**src/hw/rtl/rse2d_pkg.sv**
```systemverilog
// Shared widths, codes and types of the rotation-safe 2D extent block.
// Used by every module under hw/rtl; depends on nothing else.
`timescale 1ns / 1ps
`default_nettype none
package rse2d_pkg;

  localparam int MAX_DIM    = 1024;
  localparam int DIM_W      = 11;
  localparam int POS_W      = 10;
  localparam int DEV_W      = 11;
  localparam int SQ_W       = 22;
  localparam int ROOT_W     = 11;
  localparam int TRIM_W     = 10;
  localparam int DEST_W     = 12;
  localparam int PIX_W      = 32;
  localparam int CFG_IDX_W  = 2;
  localparam int CFG_DATA_W = 32;
  localparam int QDEPTH     = 2;
  localparam int QPTR_W     = (QDEPTH > 1) ? $clog2(QDEPTH) : 1;
  localparam int QCNT_W     = $clog2(QDEPTH + 1);

  typedef enum logic [CFG_IDX_W-1:0] {
    CFG_ROWS      = 2'd0,
    CFG_COLS      = 2'd1,
    CFG_THRESHOLD = 2'd2
  } cfg_idx_t;

  typedef struct packed {
    logic [DEV_W-1:0] max_row_dev;
    logic [DEV_W-1:0] max_col_dev;
    logic [SQ_W-1:0]  max_sq;
    logic [DIM_W-1:0] rows;
    logic [DIM_W-1:0] cols;
  } summary_t;

  typedef struct packed {
    logic              push;
  } queue_ctl_t;

  typedef struct packed {
    logic [TRIM_W-1:0] trim;
    logic [DIM_W-1:0]  crop;
    logic [DEST_W-1:0] dest;
    logic [DIM_W-1:0]  paste;
  } axis_t;

endpackage
`default_nettype wire

```
**src/hw/rtl/rse2d_front.sv**
```systemverilog
// Front part: accepts pixels, tracks position and content extent per frame.
// Pushes one frame summary per last pixel. Depends on rse2d_pkg.
`timescale 1ns / 1ps
`default_nettype none
module rse2d_front (
  input  wire logic                              clk,
  input  wire logic                              rst_n,
  input  wire logic                              push,
  output logic                                   full,
  input  wire logic signed [rse2d_pkg::PIX_W-1:0] pixel_value,
  input  wire logic                              last_pixel,
  input  wire logic [rse2d_pkg::DIM_W-1:0]       rows_eff,
  input  wire logic [rse2d_pkg::DIM_W-1:0]       cols_eff,
  input  wire logic signed [rse2d_pkg::PIX_W-1:0] threshold,
  input  wire logic [rse2d_pkg::QCNT_W-1:0]      q_count,
  output rse2d_pkg::queue_ctl_t                  q_ctl,
  output rse2d_pkg::summary_t                    q_data
);
  import rse2d_pkg::*;

  function automatic logic [DEV_W-1:0] doubled_dev(input logic [POS_W-1:0] pos,
                                                   input logic [DIM_W-1:0] dim);
    logic [DIM_W-1:0] p;
    logic [DIM_W-1:0] a;
    logic [DIM_W-1:0] b;
    b = dim - DIM_W'(1);
    p = ({1'b0, pos} >= dim) ? b : {1'b0, pos};
    a = {p[DIM_W-2:0], 1'b0};
    return (a >= b) ? DEV_W'(a - b) : DEV_W'(b - a);
  endfunction

  logic                 accept;
  logic [POS_W-1:0]     row_r, col_r;
  logic [DIM_W-1:0]     col_inc, row_inc;

  logic                 s1_valid_r, s1_hit_r, s1_last_r;
  logic [DEV_W-1:0]     s1_dr_r, s1_dc_r;
  logic [DIM_W-1:0]     s1_rows_r, s1_cols_r;

  logic                 s2_valid_r, s2_hit_r, s2_last_r;
  logic [DEV_W-1:0]     s2_dr_r, s2_dc_r;
  logic [SQ_W-2:0]      s2_sqr_r, s2_sqc_r;
  logic [DIM_W-1:0]     s2_rows_r, s2_cols_r;

  logic [DEV_W:0]       dr1, dc1;
  logic [2*DEV_W+1:0]   prod_r, prod_c;

  logic [DEV_W-1:0]     max_dr_r, max_dc_r, max_dr_nxt, max_dc_nxt;
  logic [SQ_W-1:0]      max_sq_r, max_sq_nxt, sq_sum;
  logic [QCNT_W+1:0]    credit;

  assign credit = {2'b00, q_count} + (QCNT_W+2)'(s1_last_r) + (QCNT_W+2)'(s2_last_r);
  assign full   = (credit >= (QCNT_W+2)'(QDEPTH));
  assign accept = push && !full;

  assign col_inc = {1'b0, col_r} + DIM_W'(1);
  assign row_inc = {1'b0, row_r} + DIM_W'(1);

  assign dr1    = {1'b0, s1_dr_r} + (DEV_W+1)'(1);
  assign dc1    = {1'b0, s1_dc_r} + (DEV_W+1)'(1);
  assign prod_r = dr1 * dr1;
  assign prod_c = dc1 * dc1;

  assign sq_sum = {1'b0, s2_sqr_r} + {1'b0, s2_sqc_r};

  always_comb begin
    max_dr_nxt = max_dr_r;
    max_dc_nxt = max_dc_r;
    max_sq_nxt = max_sq_r;
    if (s2_hit_r) begin
      if (s2_dr_r > max_dr_r) max_dr_nxt = s2_dr_r;
      if (s2_dc_r > max_dc_r) max_dc_nxt = s2_dc_r;
      if (sq_sum > max_sq_r) max_sq_nxt = sq_sum;
    end
  end

  assign q_ctl.push         = s2_valid_r && s2_last_r;
  assign q_data.max_row_dev = max_dr_nxt;
  assign q_data.max_col_dev = max_dc_nxt;
  assign q_data.max_sq      = max_sq_nxt;
  assign q_data.rows        = s2_rows_r;
  assign q_data.cols        = s2_cols_r;

  always_ff @(posedge clk) begin
    if (!rst_n) begin
      row_r      <= '0;
      col_r      <= '0;
      s1_valid_r <= 1'b0;
      s1_last_r  <= 1'b0;
      s2_valid_r <= 1'b0;
      s2_last_r  <= 1'b0;
      max_dr_r   <= '0;
      max_dc_r   <= '0;
      max_sq_r   <= '0;
    end else begin
      s1_valid_r <= accept;
      s1_last_r  <= accept && last_pixel;
      s2_valid_r <= s1_valid_r;
      s2_last_r  <= s1_valid_r && s1_last_r;
      if (accept) begin
        if (last_pixel) begin
          row_r <= '0;
          col_r <= '0;
        end else if (col_inc >= cols_eff) begin
          col_r <= '0;
          row_r <= (row_inc >= rows_eff) ? '0 : row_inc[POS_W-1:0];
        end else begin
          col_r <= col_inc[POS_W-1:0];
        end
      end
      if (s2_valid_r) begin
        if (s2_last_r) begin
          max_dr_r <= '0;
          max_dc_r <= '0;
          max_sq_r <= '0;
        end else begin
          max_dr_r <= max_dr_nxt;
          max_dc_r <= max_dc_nxt;
          max_sq_r <= max_sq_nxt;
        end
      end
    end
  end

  always_ff @(posedge clk) begin
    s1_hit_r  <= (pixel_value > threshold);
    s1_dr_r   <= doubled_dev(row_r, rows_eff);
    s1_dc_r   <= doubled_dev(col_r, cols_eff);
    s1_rows_r <= rows_eff;
    s1_cols_r <= cols_eff;
    s2_hit_r  <= s1_valid_r && s1_hit_r;
    s2_dr_r   <= s1_dr_r;
    s2_dc_r   <= s1_dc_r;
    s2_sqr_r  <= prod_r[SQ_W-2:0];
    s2_sqc_r  <= prod_c[SQ_W-2:0];
    s2_rows_r <= s1_rows_r;
    s2_cols_r <= s1_cols_r;
  end

  a_clear_after_last: assert property (@(posedge clk) disable iff (!rst_n)
    (s2_valid_r && s2_last_r) |=> (max_sq_r == '0 && max_dr_r == '0 && max_dc_r == '0))
    else $error("extent not cleared after frame end");

endmodule
`default_nettype wire

```
**src/hw/rtl/rse2d_queue.sv**
```systemverilog
// Short queue of frame summaries between the front and back parts.
// Depends on rse2d_pkg.
`timescale 1ns / 1ps
`default_nettype none
module rse2d_queue (
  input  wire logic                          clk,
  input  wire logic                          rst_n,
  input  wire logic                          push,
  input  wire rse2d_pkg::summary_t           push_data,
  input  wire logic                          pop,
  output logic                               not_empty,
  output rse2d_pkg::summary_t                pop_data,
  output logic [rse2d_pkg::QCNT_W-1:0]       count
);
  import rse2d_pkg::*;

  summary_t          mem [QDEPTH];
  logic [QPTR_W-1:0] wr_ptr_r, rd_ptr_r;
  logic [QCNT_W-1:0] count_r;

  function automatic logic [QPTR_W-1:0] ptr_inc(input logic [QPTR_W-1:0] p);
    return (p == QPTR_W'(QDEPTH - 1)) ? '0 : p + QPTR_W'(1);
  endfunction

  assign not_empty = (count_r != '0);
  assign pop_data  = mem[rd_ptr_r];
  assign count     = count_r;

  always_ff @(posedge clk) begin
    if (!rst_n) begin
      wr_ptr_r <= '0;
      rd_ptr_r <= '0;
      count_r  <= '0;
    end else begin
      if (push) wr_ptr_r <= ptr_inc(wr_ptr_r);
      if (pop) rd_ptr_r <= ptr_inc(rd_ptr_r);
      if (push && !pop) count_r <= count_r + QCNT_W'(1);
      else if (pop && !push) count_r <= count_r - QCNT_W'(1);
    end
  end

  always_ff @(posedge clk) begin
    if (push) mem[wr_ptr_r] <= push_data;
  end

  a_no_overflow: assert property (@(posedge clk) disable iff (!rst_n)
    push |-> (count_r != QCNT_W'(QDEPTH) || pop))
    else $error("summary queue overflow");

  a_no_underflow: assert property (@(posedge clk) disable iff (!rst_n)
    pop |-> not_empty)
    else $error("summary queue underflow");

endmodule
`default_nettype wire

```
**src/hw/rtl/rse2d_back.sv**
```systemverilog
// Back part: ceiling square root of the corner distance, then crop and destination
// geometry per axis, or zeros and an error flag for an empty frame, into the result register. Depends on rse2d_pkg.
`timescale 1ns / 1ps
`default_nettype none
module rse2d_back (
  input  wire logic                         clk,
  input  wire logic                         rst_n,
  input  wire logic                         q_valid,
  input  wire rse2d_pkg::summary_t          q_data,
  output logic                              q_pop,
  input  wire logic                         pop,
  output logic                              empty,
  output logic                              empty_error,
  output logic [rse2d_pkg::TRIM_W-1:0]      crop_row_offset,
  output logic [rse2d_pkg::TRIM_W-1:0]      crop_col_offset,
  output logic [rse2d_pkg::DIM_W-1:0]       crop_rows,
  output logic [rse2d_pkg::DIM_W-1:0]       crop_cols,
  output logic [rse2d_pkg::DEST_W-1:0]      dest_rows,
  output logic [rse2d_pkg::DEST_W-1:0]      dest_cols,
  output logic [rse2d_pkg::DIM_W-1:0]       paste_row_offset,
  output logic [rse2d_pkg::DIM_W-1:0]       paste_col_offset
);
  import rse2d_pkg::*;

  typedef enum logic [1:0] {
    IDLE,
    ROOT,
    FINISH
  } state_t;

  localparam logic [SQ_W-1:0] BIT_INIT = SQ_W'(1) << (SQ_W - 2);

  function automatic axis_t axis_calc(input logic [DIM_W-1:0]  dim,
                                     input logic [DEV_W-1:0]  dev,
                                     input logic [ROOT_W-1:0] diag);
    logic [DIM_W-1:0]  dm1;
    logic [DIM_W-1:0]  d;
    logic [DIM_W-1:0]  spare;
    logic [DEST_W-1:0] s;
    logic [DEST_W-1:0] c_ext;
    logic [DEST_W-1:0] gap;
    axis_t             a;
    dm1     = dim - DIM_W'(1);
    d       = (DIM_W'(dev) > dm1) ? dm1 : DIM_W'(dev);
    spare   = dm1 - d;
    a.trim  = spare[DIM_W-1:1];
    a.crop  = dim - {a.trim, 1'b0};
    s       = {1'b0, diag} + DEST_W'(diag[0] ^ dim[0]);
    c_ext   = {1'b0, a.crop};
    if (s < c_ext) s = c_ext;
    gap     = s - c_ext;
    a.dest  = s;
    a.paste = gap[DEST_W-1:1];
    return a;
  endfunction

  state_t            state_r;
  summary_t          job_r;
  logic [SQ_W-1:0]   n_r, r_r, bit_r;
  logic [SQ_W:0]     trial;
  logic              ge;
  logic [SQ_W-1:0]   n_step, r_step;
  logic [ROOT_W-1:0] diag;
  axis_t             ax_row, ax_col;
  logic              out_valid_r;
  logic              fin_fire;
  logic [SQ_W-1:0]   diag_sq, below_sq;

  assign trial  = {1'b0, r_r} + {1'b0, bit_r};
  assign ge     = ({1'b0, n_r} >= trial);
  assign n_step = ge ? (n_r - trial[SQ_W-1:0]) : n_r;
  assign r_step = ge ? ((r_r >> 1) + bit_r) : (r_r >> 1);

  assign diag   = r_r[ROOT_W-1:0] + ROOT_W'(n_r != '0);
  assign ax_row = axis_calc(job_r.rows, job_r.max_row_dev, diag);
  assign ax_col = axis_calc(job_r.cols, job_r.max_col_dev, diag);

  assign q_pop    = (state_r == IDLE) && q_valid;
  assign empty    = !out_valid_r;
  assign fin_fire = (state_r == FINISH) && (!out_valid_r || pop);

  assign diag_sq  = SQ_W'(diag) * SQ_W'(diag);
  assign below_sq = SQ_W'(diag - ROOT_W'(1)) * SQ_W'(diag - ROOT_W'(1));

  always_ff @(posedge clk) begin
    if (!rst_n) begin
      state_r     <= IDLE;
      out_valid_r <= 1'b0;
    end else begin
      if (fin_fire) out_valid_r <= 1'b1;
      else if (pop && out_valid_r) out_valid_r <= 1'b0;
      unique case (state_r)
        IDLE: begin
          if (q_valid) begin
            job_r   <= q_data;
            n_r     <= q_data.max_sq;
            r_r     <= '0;
            bit_r   <= BIT_INIT;
            state_r <= ROOT;
          end
        end
        ROOT: begin
          n_r   <= n_step;
          r_r   <= r_step;
          bit_r <= bit_r >> 2;
          if (bit_r[0]) state_r <= FINISH;
        end
        FINISH: begin
          if (fin_fire) begin
            state_r <= IDLE;
            if (job_r.max_sq == '0) begin
              empty_error      <= 1'b1;
              crop_row_offset  <= '0;
              crop_col_offset  <= '0;
              crop_rows        <= '0;
              crop_cols        <= '0;
              dest_rows        <= '0;
              dest_cols        <= '0;
              paste_row_offset <= '0;
              paste_col_offset <= '0;
            end else begin
              empty_error      <= 1'b0;
              crop_row_offset  <= ax_row.trim;
              crop_col_offset  <= ax_col.trim;
              crop_rows        <= ax_row.crop;
              crop_cols        <= ax_col.crop;
              dest_rows        <= ax_row.dest;
              dest_cols        <= ax_col.dest;
              paste_row_offset <= ax_row.paste;
              paste_col_offset <= ax_col.paste;
            end
          end
        end
        default: state_r <= IDLE;
      endcase
    end
  end

  a_root_is_ceiling: assert property (@(posedge clk) disable iff (!rst_n)
    (state_r == FINISH && job_r.max_sq != '0) |->
      (diag_sq >= job_r.max_sq && below_sq < job_r.max_sq))
    else $error("square root is not the ceiling root");

  a_result_held: assert property (@(posedge clk) disable iff (!rst_n)
    (out_valid_r && !pop) |=> (out_valid_r && $stable(dest_rows) && $stable(crop_cols)))
    else $error("waiting result overwritten");

endmodule
`default_nettype wire

```
**src/hw/rtl/rotation_safe_extent_2d_unit.sv**
```systemverilog
// Top level of the rotation-safe 2D extent block: configuration registers,
// front part, summary queue and back part. Depends on rse2d_pkg, rse2d_front,
// rse2d_queue and rse2d_back.
//
//   channel  | ports                                   | handshake
//   ---------+-----------------------------------------+-------------------------
//   pixels   | in_pixel_value, in_last_pixel           | push / full
//   results  | out_empty_error .. out_paste_col_offset | empty / pop
//   config   | cfg_index, cfg_data                     | cfg_we, no wait
//
// One pixel item is taken every cycle while full is low; full rises only when two frame
// summaries are queued or in flight in the front pipeline.
// The back part loads one summary, runs eleven square root steps of two bits each,
// then forms the geometry into the result register before it takes the next summary.
// Reset is synchronous; config registers return to 1, and frame position, extent, queue and control state clear.
// A waiting result blocks the back part; pixels keep flowing into the queue until full rises.
`timescale 1ns / 1ps
`default_nettype none
module rotation_safe_extent_2d_unit (
  input  wire logic                                clk,
  input  wire logic                                rst_n,
  input  wire logic                                push,
  output logic                                     full,
  input  wire logic signed [rse2d_pkg::PIX_W-1:0]  in_pixel_value,
  input  wire logic                                in_last_pixel,
  output logic                                     empty,
  input  wire logic                                pop,
  output logic                                     out_empty_error,
  output logic [rse2d_pkg::TRIM_W-1:0]             out_crop_row_offset,
  output logic [rse2d_pkg::TRIM_W-1:0]             out_crop_col_offset,
  output logic [rse2d_pkg::DIM_W-1:0]              out_crop_rows,
  output logic [rse2d_pkg::DIM_W-1:0]              out_crop_cols,
  output logic [rse2d_pkg::DEST_W-1:0]             out_dest_rows,
  output logic [rse2d_pkg::DEST_W-1:0]             out_dest_cols,
  output logic [rse2d_pkg::DIM_W-1:0]              out_paste_row_offset,
  output logic [rse2d_pkg::DIM_W-1:0]              out_paste_col_offset,
  input  wire logic                                cfg_we,
  input  wire logic [rse2d_pkg::CFG_IDX_W-1:0]     cfg_index,
  input  wire logic [rse2d_pkg::CFG_DATA_W-1:0]    cfg_data
);
  import rse2d_pkg::*;

  logic [DIM_W-1:0]        rows_r, cols_r, rows_eff, cols_eff;
  logic signed [PIX_W-1:0] thr_r;
  queue_ctl_t              q_ctl;
  summary_t                q_in, q_out;
  logic                    q_not_empty, q_pop;
  logic [QCNT_W-1:0]       q_count;

  function automatic logic [DIM_W-1:0] clamp_dim(input logic [DIM_W-1:0] v);
    if (v == '0) return DIM_W'(1);
    if (v > DIM_W'(MAX_DIM)) return DIM_W'(MAX_DIM);
    return v;
  endfunction

  assign rows_eff = clamp_dim(rows_r);
  assign cols_eff = clamp_dim(cols_r);

  always_ff @(posedge clk) begin
    if (!rst_n) begin
      rows_r <= DIM_W'(1);
      cols_r <= DIM_W'(1);
      thr_r  <= PIX_W'(1);
    end else if (cfg_we) begin
      unique case (cfg_index)
        CFG_ROWS:      rows_r <= cfg_data[DIM_W-1:0];
        CFG_COLS:      cols_r <= cfg_data[DIM_W-1:0];
        CFG_THRESHOLD: thr_r  <= cfg_data[PIX_W-1:0];
        default: ;
      endcase
    end
  end

  rse2d_front u_front (
    .clk         (clk),
    .rst_n       (rst_n),
    .push        (push),
    .full        (full),
    .pixel_value (in_pixel_value),
    .last_pixel  (in_last_pixel),
    .rows_eff    (rows_eff),
    .cols_eff    (cols_eff),
    .threshold   (thr_r),
    .q_count     (q_count),
    .q_ctl       (q_ctl),
    .q_data      (q_in)
  );

  rse2d_queue u_queue (
    .clk       (clk),
    .rst_n     (rst_n),
    .push      (q_ctl.push),
    .push_data (q_in),
    .pop       (q_pop),
    .not_empty (q_not_empty),
    .pop_data  (q_out),
    .count     (q_count)
  );

  rse2d_back u_back (
    .clk              (clk),
    .rst_n            (rst_n),
    .q_valid          (q_not_empty),
    .q_data           (q_out),
    .q_pop            (q_pop),
    .pop              (pop),
    .empty            (empty),
    .empty_error      (out_empty_error),
    .crop_row_offset  (out_crop_row_offset),
    .crop_col_offset  (out_crop_col_offset),
    .crop_rows        (out_crop_rows),
    .crop_cols        (out_crop_cols),
    .dest_rows        (out_dest_rows),
    .dest_cols        (out_dest_cols),
    .paste_row_offset (out_paste_row_offset),
    .paste_col_offset (out_paste_col_offset)
  );

endmodule
`default_nettype wire
```
**config.mk**
```make
export PLATFORM = sky130hd
export DESIGN_NAME = rotation_safe_extent_2d_unit
export DESIGN_NICKNAME = d
export VERILOG_FILES = /design/src/hw/rtl/rse2d_pkg.sv /design/src/hw/rtl/rse2d_front.sv /design/src/hw/rtl/rse2d_queue.sv /design/src/hw/rtl/rse2d_back.sv /design/src/hw/rtl/rotation_safe_extent_2d_unit.sv
export SDC_FILE = /design/constraint.sdc
export NUM_CORES = 2
export LEC_CHECK = 0
export CELL_PAD_IN_SITES_DETAIL_PLACEMENT = 1
export CELL_PAD_IN_SITES_GLOBAL_PLACEMENT = 2
export CORE_MARGIN = 2
export CORE_UTILIZATION = 40
export DETAILED_ROUTE_END_ITERATION = 7
export DONT_BUFFER_PORTS = 1
export PLACE_DENSITY = 0.8
export REMOVE_ABC_BUFFERS = 1
export SYNTH_ARGS = -nofsm -noshare
export SYNTH_HDL_FRONTEND = slang
export SYNTH_SLANG_ARGS = --single-unit
```
**constraint.sdc**
```tcl
create_clock -name clk -period 11.07 [get_ports clk]
set_input_delay 2.214 -clock clk [delete_from_list [all_inputs] [get_ports clk]]
set_output_delay 2.214 -clock clk [all_outputs]
set_load 0.05 [all_outputs]
```
==> flow_summary.toml <==
[finish]
antenna_cells = 0
syn_to_final_growth_pct = 9.259
layout_common_cells = "inv_1, ha_1, nor2_1"
final_common_cell = "inv_1"
fill_cells = 11409
nets = 4774
drive_gt1_share_pct = 8.146

[sta]
rsz0062_at_grt = "no"
period_share_pct = 93.24
fmax_ghz = 0.09688
hold_viol = 0
setup_tns_ps = 0
skew_ps = 29.76
worst_pin_slew_ps = 1218
setup_violations = 0
period_needed_ps = 10320
slew_violations = 0
slew_headroom_pct = 18.23

[clocking]
root_buffer = "clkbuf_16"
cts_tree = "yes"
htreeDepth = 3
clock-sinks = 602
clk_pin_slew_worst_paths_ps = 60
cts_buffers = 69
clock_path_buffers = 3
clk-insertion-delay-late_ps = 610

[place]
dp_hpwl_mm = 82.46
port_buffers = 0
gp_congestion = 0.8618

[logic_synthesis]
synth_top_cell_area_share_pct = 24.89
synth.distinct_cells = 107
yosys_warnings = 0
synth_area_um2 = 41270
synthArstFlopShare_pct = 0
postSynthCellCount = 4148
ys.flop_type = "edfxtp_1"
synth-edff-count = 342
seq_area_frac_synth_pct = 37.50
syn_avg_cell_area_um2 = 9.949
ys_ff_latch = 602
synth_area_leaders = "edfxtp_1, dfxtp_1, ha_1"
yosysTopAreaCell = "edfxtp_1"

[worst_setup_path]
critPathLaunchType = "flop"
rr_startpoint = "u_back.job_r[1]"
critPathCaptureType = "flop"
cp-endpoint = "u_back.paste_col_offset[9]"
criticalPathCategory = "reg2reg"
crit_slowest_cell = "edfxtp_1"
rr_worst_depth = 45
crit_required_ps = 11410
cp_max_fo = 17
arrival_ps = 10660
r2r_end = "u_back.paste_col_offset[9]"
reg2reg_slack_ps = 750
cp_slowest_stage_delay_ps = 480
crit_path_start = "u_back.job_r[1]"

[drt]
drc = 0
drtPass1Iterations = 5
wire_per_inst_um = 19.15
wirelength_mm = 106.1
vias = 29308
ant_nets = 0
first_iter_violations = 1214
routed_via_density = 5.288

[global_routing]
grt_usage_pct = 20.10
grt_pass1_wl_mm = 171.8
grt_overflow_total = 0
antenna_found_initial = 1
grt_max_degree = 68
first_global_vias = 31152

[floorplanning]
die_h_um = 325.2
io_pins = 163
dieArea_um2 = 105800
start_util_pct = 40.45
core_um2 = 102000
die_x_um = 325.2
row_count = 117

[job]
drv_cap = 0

[hold_path]
min_path_type = "reg2reg"
whs_path_depth = 0

[outcome]
outcome = "finished clean"
==> stage by stage <==
step / setup slack [ps] / util (%) / cells / area, um^2 / hold WS, ps
3_5_place_dp: 259.6 / 41.94 / 5418 / 42800 / 313.5
3_3_place_gp: 555.5 / 41.94 / 5418 / 42800 / 310.2
4_1_cts: 231.8 / 44.16 / 5542 / 45060 / 316.7
6_report: 747.9 / 44.19 / 5542 / 45090 / 316.5
5_1_grt: 38.12 / 44.19 / 5542 / 45090 / 323.4
2_1_floorplan: 1153 / - / 4013 / 40730 / 309.6
==> per-layer routing <==
layer / routed length [um] / vias up / track usage [%]
met5: 16 / - / 0
met4: 2059 / 2 / 4.368
met2: 52680 / 345 / 35.76
met3: 3142 / 110 / 2.689
li1: - / 14390 / -
met1: 48210 / 14461 / 25.86
==> timing repair <==
action / in CTS / in global routing
hold buffers: 0 / 0
buffers inserted: 0 / 0
endpoints found under the setup margin: 0 / 6
gates resized for setup: 0 / 9
==> synth_stat cells, types with 25 or more instances <==
master,n
edfxtp_1,342
inv_1,432
mux2i_1,53
a21o_1,103
a31oi_1,30
nand4_1,46
nand2b_1,42
nand3_1,101
a21oi_1,200
nand2_1,298
or3_1,35
nor4_1,32
dfxtp_1,260
xnor2_1,152
mux2_2,97
ha_1,415
o21ai_0,139
and2_1,52
nor3_1,44
clkbuf_1,120
nor2_1,370
nor2b_1,61
a31o_2,25
o21a_1,63
fa_1,166
xor2_1,106
==> final cells by class <==
type | count | area, um^2 | share of cell area (%)
clock buffers | 93 | 1899 | 4.212
clock inverters | 31 | 362.8 | 0.8047
inverters | 438 | 1647 | 3.652
multi-input cells | 2973 | 23720 | 52.60
flip-flops and latches | 602 | 15480 | 34.32
well taps | 1368 | 1712 | 3.796
repair buffers | 37 | 277.8 | 0.6160
==> critical path: cells and delay by family, from the launching register on <==
kind                     cells  cell delay, ps
XOR/XNOR                     3             490
AO/OA/AOI/OAI               21            4420
flip-flops                   1             480
buffers and inverters        2             190
AND/OR/NAND/NOR             12            2380
adder cells (fa/ha/maj)      6            1800
multiplexers                 1             290
==> sequential cells by signal (all words and copies together) (netlist names), 12 cells and up, named ones only <==
signal,count
u_front.max_sq_r,22
u_back.job_r,66
u_back.r_r,22
u_front.s2_sqc_r,20
thr_r,32
u_back.dest_cols,12
u_front.s2_sqr_r,20
u_back.dest_rows,12
u_queue.mem,132
u_back.n_r,22
==> how the worst min path moves through the flow <==
stage	startpoint	to
2_1_floorplan	u_front.s1_cols_r[0]	u_front.s2_cols_r[0]
3_5_place_dp	u_front.s1_rows_r[0]	u_front.s2_rows_r[0]
4_1_cts	u_front.s1_cols_r[3]	u_front.s2_cols_r[3]
3_3_place_gp	u_front.s1_cols_r[0]	u_front.s2_cols_r[0]
5_1_grt	u_front.s1_cols_r[3]	u_front.s2_cols_r[3]
6_report	u_front.s1_cols_r[3]	u_front.s2_cols_r[3]
==> cell families after synthesis <==
family	share of synthesized area, %
flip-flops	37.50
AO/OA/AOI/OAI	12.77
multiplexers	3.987
XOR/XNOR	5.800
AND/OR/NAND/NOR	13.79
adder cells (fa/ha/maj)	20.77
other	0.01820
buffers and inverters	5.369
Power is left out: the tool's default activity adds up to more than one toggle a clock period on the data nets, which glitch-free logic cannot reach.
